<file path="config.mk">
export PLATFORM = sky130hd
export DESIGN_NAME = ggpc_ctrl
export DESIGN_NICKNAME = d
export VERILOG_FILES = /design/src/design/ggpc_pkg.sv /design/src/design/ggpc_ctrl.sv
export SDC_FILE = /design/constraint.sdc
export NUM_CORES = 1
export LEC_CHECK = 0
export BUFFER_PORTS_ARGS = -buffer_cell sky130_fd_sc_hd__buf_4
export CORE_AREA = 2 2 39 41
export DETAILED_ROUTE_END_ITERATION = 7
export DIE_AREA = 0 0 41 43
export PLACE_DENSITY = 0.71
export SLEW_MARGIN = 0
export SYNTH_ARGS = -nofsm -noshare
export SYNTH_HDL_FRONTEND = slang
export SYNTH_SLANG_ARGS = --single-unit
</file>
<file path="constraint.sdc">
create_clock -name i_clk -period 1.9 [get_ports i_clk]
set_input_delay 0.19 -clock i_clk [delete_from_list [all_inputs] [get_ports i_clk]]
set_output_delay 0.19 -clock i_clk [all_outputs]
set_load 0.05 [all_outputs]
</file>
<file path="src/design/ggpc_pkg.sv">
// Shared types, constants and helper functions of the go-to-goal controller.
package ggpc_pkg;

    localparam int ATAN_ENTRIES = 24;
    localparam int ITER_W       = 5;
    localparam int OFF_W        = 17;
    localparam int XY_W         = 34;
    localparam int ANG_W        = 36;
    localparam int LIN_W        = 35;
    localparam int INVK_W       = 30;
    localparam int CFG_IDX_W    = 8;

    localparam logic signed [ANG_W-1:0] PI_Q30      = 36'sd3373259426;
    localparam logic signed [ANG_W-1:0] HALF_PI_Q30 = 36'sd1686629713;
    localparam logic [INVK_W-1:0]       INV_K_Q30   = 30'd652032874;

    localparam logic [CFG_IDX_W-1:0] CFG_GOAL_X       = 8'd0;
    localparam logic [CFG_IDX_W-1:0] CFG_GOAL_Y       = 8'd1;
    localparam logic [CFG_IDX_W-1:0] CFG_ARRIVE_THR   = 8'd2;
    localparam logic [CFG_IDX_W-1:0] CFG_LINEAR_GAIN  = 8'd3;
    localparam logic [CFG_IDX_W-1:0] CFG_ANGULAR_GAIN = 8'd4;

    typedef struct packed {
        logic signed [15:0] pos_x;
        logic signed [15:0] pos_y;
        logic signed [15:0] heading;
    } t_in;

    typedef struct packed {
        logic signed [15:0] linear_cmd;
        logic signed [15:0] angular_cmd;
        logic               arrived;
    } t_out;

    typedef struct packed {
        logic              load;
        logic              init;
        logic              iter;
        logic [ITER_W-1:0] idx;
        logic              mul_lo;
        logic              mul_hi;
        logic              combine;
        logic              gain;
        logic              out_load;
        logic              zero_out;
    } t_cmd;

    typedef struct packed {
        logic at_goal;
    } t_sts;

    function automatic logic [30:0] atan_q30(input logic [ITER_W-1:0] idx);
        logic [30:0] v;
        case (idx)
            5'd0:    v = 31'd843314856;
            5'd1:    v = 31'd497837829;
            5'd2:    v = 31'd263043836;
            5'd3:    v = 31'd133525158;
            5'd4:    v = 31'd67021686;
            5'd5:    v = 31'd33543515;
            5'd6:    v = 31'd16775850;
            5'd7:    v = 31'd8388437;
            5'd8:    v = 31'd4194282;
            5'd9:    v = 31'd2097149;
            5'd10:   v = 31'd1048575;
            5'd11:   v = 31'd524287;
            5'd12:   v = 31'd262143;
            5'd13:   v = 31'd131071;
            5'd14:   v = 31'd65535;
            5'd15:   v = 31'd32767;
            5'd16:   v = 31'd16383;
            5'd17:   v = 31'd8191;
            5'd18:   v = 31'd4095;
            5'd19:   v = 31'd2047;
            5'd20:   v = 31'd1023;
            5'd21:   v = 31'd511;
            5'd22:   v = 31'd255;
            5'd23:   v = 31'd127;
            default: v = 31'd0;
        endcase
        return v;
    endfunction

    function automatic logic signed [15:0] sat16(input logic signed [63:0] v);
        logic signed [15:0] r;
        if (v > 64'sd32767) begin
            r = 16'sh7FFF;
        end else if (v < -64'sd32768) begin
            r = 16'sh8000;
        end else begin
            r = v[15:0];
        end
        return r;
    endfunction

endpackage

</file>
<file path="src/design/ggpc_ctrl.sv">
// Controller: sequences one item through load, CORDIC iterations, scaling and output.
module ggpc_ctrl
    import ggpc_pkg::*;
#(
    parameter int ITERS = 16
)
(
    input  logic i_clk,
    input  logic i_rst_n,
    input  logic i_in_valid,
    output logic o_in_ready,
    output logic o_out_valid,
    input  logic i_out_ready,
    input  t_sts i_sts,
    output t_cmd o_cmd
);

    typedef enum logic [2:0] {
        S_IDLE,
        S_INIT,
        S_ITER,
        S_MLO,
        S_MHI,
        S_COMB,
        S_GAIN,
        S_DONE
    } t_state;

    localparam logic [ITER_W-1:0] LAST_ITER = ITER_W'(ITERS - 1);

    t_state            r_state;
    logic [ITER_W-1:0] r_iter;
    logic              r_done;
    logic              r_out_valid;
    logic              n_accept;
    logic              n_out_free;

    always_comb begin
        n_accept       = i_in_valid && (r_state == S_IDLE);
        n_out_free     = !r_out_valid || i_out_ready;
        o_cmd          = '0;
        o_cmd.load     = n_accept;
        o_cmd.init     = (r_state == S_INIT);
        o_cmd.iter     = (r_state == S_ITER);
        o_cmd.idx      = r_iter;
        o_cmd.mul_lo   = (r_state == S_MLO);
        o_cmd.mul_hi   = (r_state == S_MHI);
        o_cmd.combine  = (r_state == S_COMB);
        o_cmd.gain     = (r_state == S_GAIN);
        o_cmd.out_load = (r_state == S_DONE) && n_out_free;
        o_cmd.zero_out = r_done || i_sts.at_goal;
    end

    always_ff @(posedge i_clk) begin
        if (!i_rst_n) begin
            r_state     <= S_IDLE;
            r_iter      <= '0;
            r_done      <= 1'b0;
            r_out_valid <= 1'b0;
        end else begin
            if (o_cmd.out_load) begin
                r_out_valid <= 1'b1;
            end else if (i_out_ready) begin
                r_out_valid <= 1'b0;
            end
            case (r_state)
                S_IDLE: begin
                    if (n_accept) begin
                        r_state <= S_INIT;
                    end
                end
                S_INIT: begin
                    r_iter  <= '0;
                    r_state <= S_ITER;
                end
                S_ITER: begin
                    if (r_iter == LAST_ITER) begin
                        r_state <= S_MLO;
                    end else begin
                        r_iter <= r_iter + 1'b1;
                    end
                end
                S_MLO:  r_state <= S_MHI;
                S_MHI:  r_state <= S_COMB;
                S_COMB: r_state <= S_GAIN;
                S_GAIN: r_state <= S_DONE;
                S_DONE: begin
                    if (n_out_free) begin
                        if (i_sts.at_goal) begin
                            r_done <= 1'b1;
                        end
                        r_state <= S_IDLE;
                    end
                end
                default: r_state <= S_IDLE;
            endcase
        end
    end

    assign o_in_ready  = (r_state == S_IDLE);
    assign o_out_valid = r_out_valid;

    // Once the goal has been reached, only reset clears the latch.
    a_done_sticky: assert property (@(posedge i_clk) disable iff (!i_rst_n)
        r_done |=> r_done)
        else $error("arrival latch cleared without reset");

    // A result is only written into the output register when it is free.
    a_no_overwrite: assert property (@(posedge i_clk) disable iff (!i_rst_n)
        o_cmd.out_load |-> (!r_out_valid || i_out_ready))
        else $error("output register overwritten");

    // A loaded result is presented on the next cycle.
    a_load_shows: assert property (@(posedge i_clk) disable iff (!i_rst_n)
        o_cmd.out_load |=> r_out_valid)
        else $error("loaded result not presented");

    // The iteration index stays inside the arctangent table.
    a_iter_range: assert property (@(posedge i_clk) disable iff (!i_rst_n)
        (r_state == S_ITER) |-> (r_iter <= LAST_ITER))
        else $error("CORDIC iteration index out of range");

endmodule

</file>
# Word level (Yosys, flattened, before mapping)

Cells that the tools add are included.

Register bits: 10
Latch bits: 0
Bits in writable memories: 0
ROM bits: 0
Input bits: 5
Output and inout port bits: 16
Logic and storage cells: 36
Memories kept: 0

$add $sub $neg: 1
Multiply operators: 0
Divide/modulo/power cells: 0
$lt $le $gt $ge: 0
Equal/unequal tests: 12
Shift operators: 0
Mux-type cells: 8
Bitwise logic cells: 0
Reduce and logical (&&, ||, !) cells: 11

Operators with widths:

| kind                                          | number |
|---|---|
| case mux 3 bit (8 select lines)               | 1 |
| == test 3 bit, second input constant          | 4 |
| case mux 5 bit (2 select lines)               | 1 |
| 2-to-1 mux 3 bit                              | 3 |
| == test 3 x 2 -> 1 bit, second input constant | 2 |
| AND reduction 3 bit                           | 2 |
| adder 5 x 1 -> 5 bit, second input constant   | 1 |
| == test 5 x 4 -> 1 bit, second input constant | 1 |
| 2-to-1 mux 5 bit                              | 1 |
| != test 2 x 1 -> 1 bit, second input constant | 2 |
| != test 2 bit, second input constant          | 2 |
| nonzero test 2 bit                            | 2 |
| == test 3 x 1 -> 1 bit, second input constant | 1 |
| zero test 3 bit                               | 1 |
| logical AND 1 bit                             | 2 |
| logical OR 1 bit                              | 2 |
| 2-to-1 mux 1 bit                              | 2 |
| AND reduction 2 bit                           | 1 |
| zero test 1 bit                               | 1 |

# Logic depth before layout (Yosys ltp)

Depth after elaboration: 4
Gate-level depth with buffers: 6
Gate-level depth less buffers: 6

# Worst setup path before layout

OpenSTA, ideal clock, no wires.

Kind: register to output
Start: register r_state[0]
End: output port o_cmd[13] (netlist bit)
Data arrival time: 2.114 ns
Required time: 1.710 ns
Setup slack: -0.404 ns
Cell stages (with the launch flop): 5
Path buffers: 2
Path through: dfxtp_1 > clkbuf_1 > nor3_1 > and2_1 > buf_4

Word-level cells in the longest chain between the ends: 2

Ends and longest elaborated chain:

| item                   | line            | RTL |
|---|---|---|
| start, declared        | ggpc_ctrl.sv:31 | `t_state r_state;` |
| start signal, assigned | ggpc_ctrl.sv:56 | `r_state <= S_IDLE;` |
| start signal, assigned | ggpc_ctrl.sv:69 | `r_state <= S_INIT;` |
| start signal, assigned | ggpc_ctrl.sv:74 | `r_state <= S_ITER;` |
| zero test 3 bit        | --              |  |
| net o_in_ready         | ggpc_ctrl.sv:11 | `output logic o_in_ready,` |
| logical AND 1 bit      | ggpc_ctrl.sv:39 | `n_accept = i_in_valid && (r_state == S_IDLE);` |
| end, declared          | ggpc_ctrl.sv:15 | `output t_cmd o_cmd` |

The timed path passes the listed nets, and every way through them passes these cells.

# Worst setup path after layout

Start: register r_iter[0]
End: register r_iter[2]

Word-level cells in the longest chain between the ends: 3

Ends and longest elaborated chain:

| item                                                                          | line                             | RTL |
|---|---|---|
| start, declared                                                               | ggpc_ctrl.sv:32                  | `logic [ITER_W-1:0] r_iter;` |
| start signal, assigned                                                        | ggpc_ctrl.sv:80                  | `r_iter <= r_iter + 1'b1;` |
| adder 5 x 1 -> 5 bit / == test 5 x 4 -> 1 bit (equally long branches)         | ggpc_ctrl.sv:80, ggpc_ctrl.sv:77 |  |
| 2-to-1 mux 5 bit / != test 2 bit (equally long branches)                      | --                               |  |
| case mux 5 bit (2 select lines) / AND reduction 2 bit (equally long branches) | --                               |  |

Several ways; a longest one is shown, not always the timed one. The select of a mux whose other input is x is not followed.
A chain may end at the register's enable or synchronous reset.

==> run_results.csv <==
group,metric,value,unit
synth,synth_fp_nets,75,
sta,skew,4.94,ps
flow_run,maxCapViolCount,0,
setup_path,critPathCaptureType,"flop",
grt,antenna_found_initial,0,
placed_design,dp.cells,101,
detailed_routing,postRouteAntennaNets,0,
synth,synth_top_family_by_area,"simple AND/OR/NAND/NOR gates",
synth,synth_cell_types,30,
placed_design,gp_congestion,0.722,
setup_path,endpoint,"r_iter[2]",
clocking,cts_root_buf,"clkbuf_4",
setup_path,rrSetupSlack,110,ps
sta,postLayoutSetupSlackWorst,110,ps
setup_path,critPathLaunch,"r_iter[0]",
power_and_ir_drop,power,0.618,mW
placed_design,numPortBuffers,20,
finish,final_nets,97,
placed_design,place_ws,56.1,ps
finish,syn_to_final_growth,39.1,%
sta,drv_slew,0,
finish,final_util,0.572,
setup_path,crit_cells,6,
setup_path,cp.arrival,1930,ps
clocking,cts_tree,"yes",
synth,yosysSeqAreaShare,0.352,
clocking,clkSinkCount,10,
synth,avgSynthCellArea,8.37,um^2
power_and_ir_drop,vdd_drop_max,461,uV
floorplanning,floorplan.io_pins,21,
clocking,cts.clk_slew.worst_paths,70,ps
floorplanning,die_x,41,um
placed_design,hpwl,997,um
detailed_routing,drc,0,
setup_path,regToRegEndpoint,"r_iter[2]",
run_status,outcome,"completed",
setup_path,worstSetupPathType,"flop to flop",
synth,synth_compound_area_frac,0.180,
clocking,clk_latency,260,ps
sta,finalCritPeriodShare,0.942,
floorplanning,dieArea,1760,um^2
synth,yosys_warnings,0,
synth,synth_area,569,um^2
setup_path,startpoint_type,"flop",
sta,min_period,1790,ps
floorplanning,row_count,14,
sta,slew_headroom,0.647,
synth,synth_top_area_frac,0.352,
detailed_routing,drt-total-wl,1290,um
grt,grt_pass1_wl,2030,um
hold_path,hold_class,"input port to flop",
floorplanning,design.core.area,1380,um^2
detailed_routing,drt-pass1-iter-count,4,
setup_path,crit_family,"simple AND/OR/NAND/NOR gates",
synth,synth-xor-area-share,0,
setup_path,cp_slowest_cell,"or4b_4",
setup_path,slowest_delay,510,ps
sta,rsz0062_at_grt,"false",
clocking,cts_made_buffers,3,
detailed_routing,drt_first_iter_violations,5,
floorplanning,start_util,0.411,
setup_path,cp.required,2040,ps
synth,syn_inst,68,
detailed_routing,avgRoutedWirePerCell,12.3,um
synth,synthMuxAreaShare,0.0176,
grt,grt_pass1_vias,495,
setup_path,rr_startpoint,"r_iter[0]",
finish,final_cells,105,
detailed_routing,via_count,578,
clocking,holdBufCountCts,0,
power_and_ir_drop,power_per_cell_area,780,nW/um^2
setup_path,path_max_fanout,6,
setup_path,reg2reg_depth,6,
clocking,cts_buffer_depth,2,
sta,hold_viol_final,0,
setup_path,critPathBufInv,0,
synth,yosys.area_share.simple,0.327,
grt,grt_start_max_net_pins,17,
finish,final_common_cell,"buf_4",
synth,netlist_top_cells_area,"dfxtp_1 35%, a21oi_1 6.2%, nand3_1 5.3%",
floorplanning,die_h,43,um
sta,fin_tns_setup,0,ps
sta,timing.fmax,559,MHz
clocking,h-tree-depth,1,
finish,drive_above_1_share,0.404,
synth,yosys.area.top_type,"dfxtp_1",
finish,mostFrequentLayoutCells,"21 x buf_4, 8 x dfxtp_1, 7 x a21oi_1",
power_and_ir_drop,p_leak,0.356,nW
synth,ys_ff_latch,10,
grt,track_usage,0.167,
grt,grt_overflow,0,
detailed_routing,via_per_inst,5.50,
finish,antenna_cells,0,
sta,worst_pin_slew,528,ps
synth,synth_fa_ha_area_frac,0.0440,
sta,setup_viol,0,
setup_path,crit_chain,"ha_1 -> and3_1 -> ha_2 -> or4b_4 -> nand2_1 -> a311oi_1",
==> synth_stat cells <==
cell / number
buf_4: 1
nor4b_2: 1
dfxtp_1: 10
o211ai_1: 2
nand2_1: 3
a21oi_1: 7
nand3_1: 6
a41oi_1: 1
nor3b_1: 1
buf_2: 2
nand4_1: 1
or3b_4: 1
mux2i_1: 1
and3b_1: 2
or4b_1: 1
nor2_1: 3
a221oi_1: 1
or2_2: 1
and2_1: 1
inv_1: 5
o21ai_1: 1
nor3_1: 2
nand2b_1: 3
and3_1: 2
a311oi_1: 2
a31oi_1: 2
nor3b_2: 1
ha_1: 2
clkbuf_1: 1
clkinv_2: 1
==> power by group <==
part           internal, mW  leakage [nW]  total [mW]  switching (mW)
clock network         0.116        0.0210       0.193          0.0767
logic                0.0670         0.252       0.182           0.115
registers             0.219        0.0824       0.243          0.0239
total                 0.402         0.356       0.618           0.216
==> area by class of cell <==
cell class              instances  area [um^2]
clock buffers                   4         36.3
repair buffers                 21          158
multi-input cells              48          349
well taps                      16         20.0
inverters                       6         23.8
flip-flops and latches         10          205
fillers                       127          592
==> metrics by stage <==
stage	hold WS [ps]	area, um^2
2_1_floorplan	332	584
3_3_place_gp	434	741
3_5_place_dp	469	741
4_1_cts	191	777
5_1_grt	216	792
6_report	195	792
==> state kept, by name, summed over array words and instances, names as in the netlist <==
signal and flops:
r_iter 5, r_state 3, o_out_valid 1, r_done 1
==> per-layer routing <==
layer  part of all wire  track usage
met3              0.078       0.0681
met4                  0       0.0200
met5                  0            0
met2               0.52        0.278
met1               0.40        0.197
==> how the worst min path moves through the flow <==
stage / start / end / slack, ps / cells past startpoint
3_5_place_dp: i_rst_n / r_state[1] / 470 / 3
2_1_floorplan: i_rst_n / r_state[1] / 330 / 2
5_1_grt: i_rst_n / r_state[1] / 220 / 3
4_1_cts: i_rst_n / r_state[1] / 190 / 3
3_3_place_gp: i_sts / r_done / 430 / 3
6_report: i_rst_n / r_state[1] / 190 / 3
==> cell families after synthesis <==
family	Yosys count
AOI/OAI and AO/OA	16
adders and majority gates	2
buffers and inverters	10
DFF	10
muxes	1
and+or+nand+nor	29
==> worst min-delay path: stages <==
cell     delay, ps
buf_4          110
o21ai_1         70
a31oi_1         40
==> what timing repair did <==
| item | in CTS | in global routing |
|---|---|---|
| setup endpoints to repair | 0 | 3 |
| endpoints found under the hold margin | 0 | 0 |
| gates resized for setup | 0 | 3 |
| setup buffers | 0 | 0 |
Note: power is estimated with default switching activity, not from simulation.
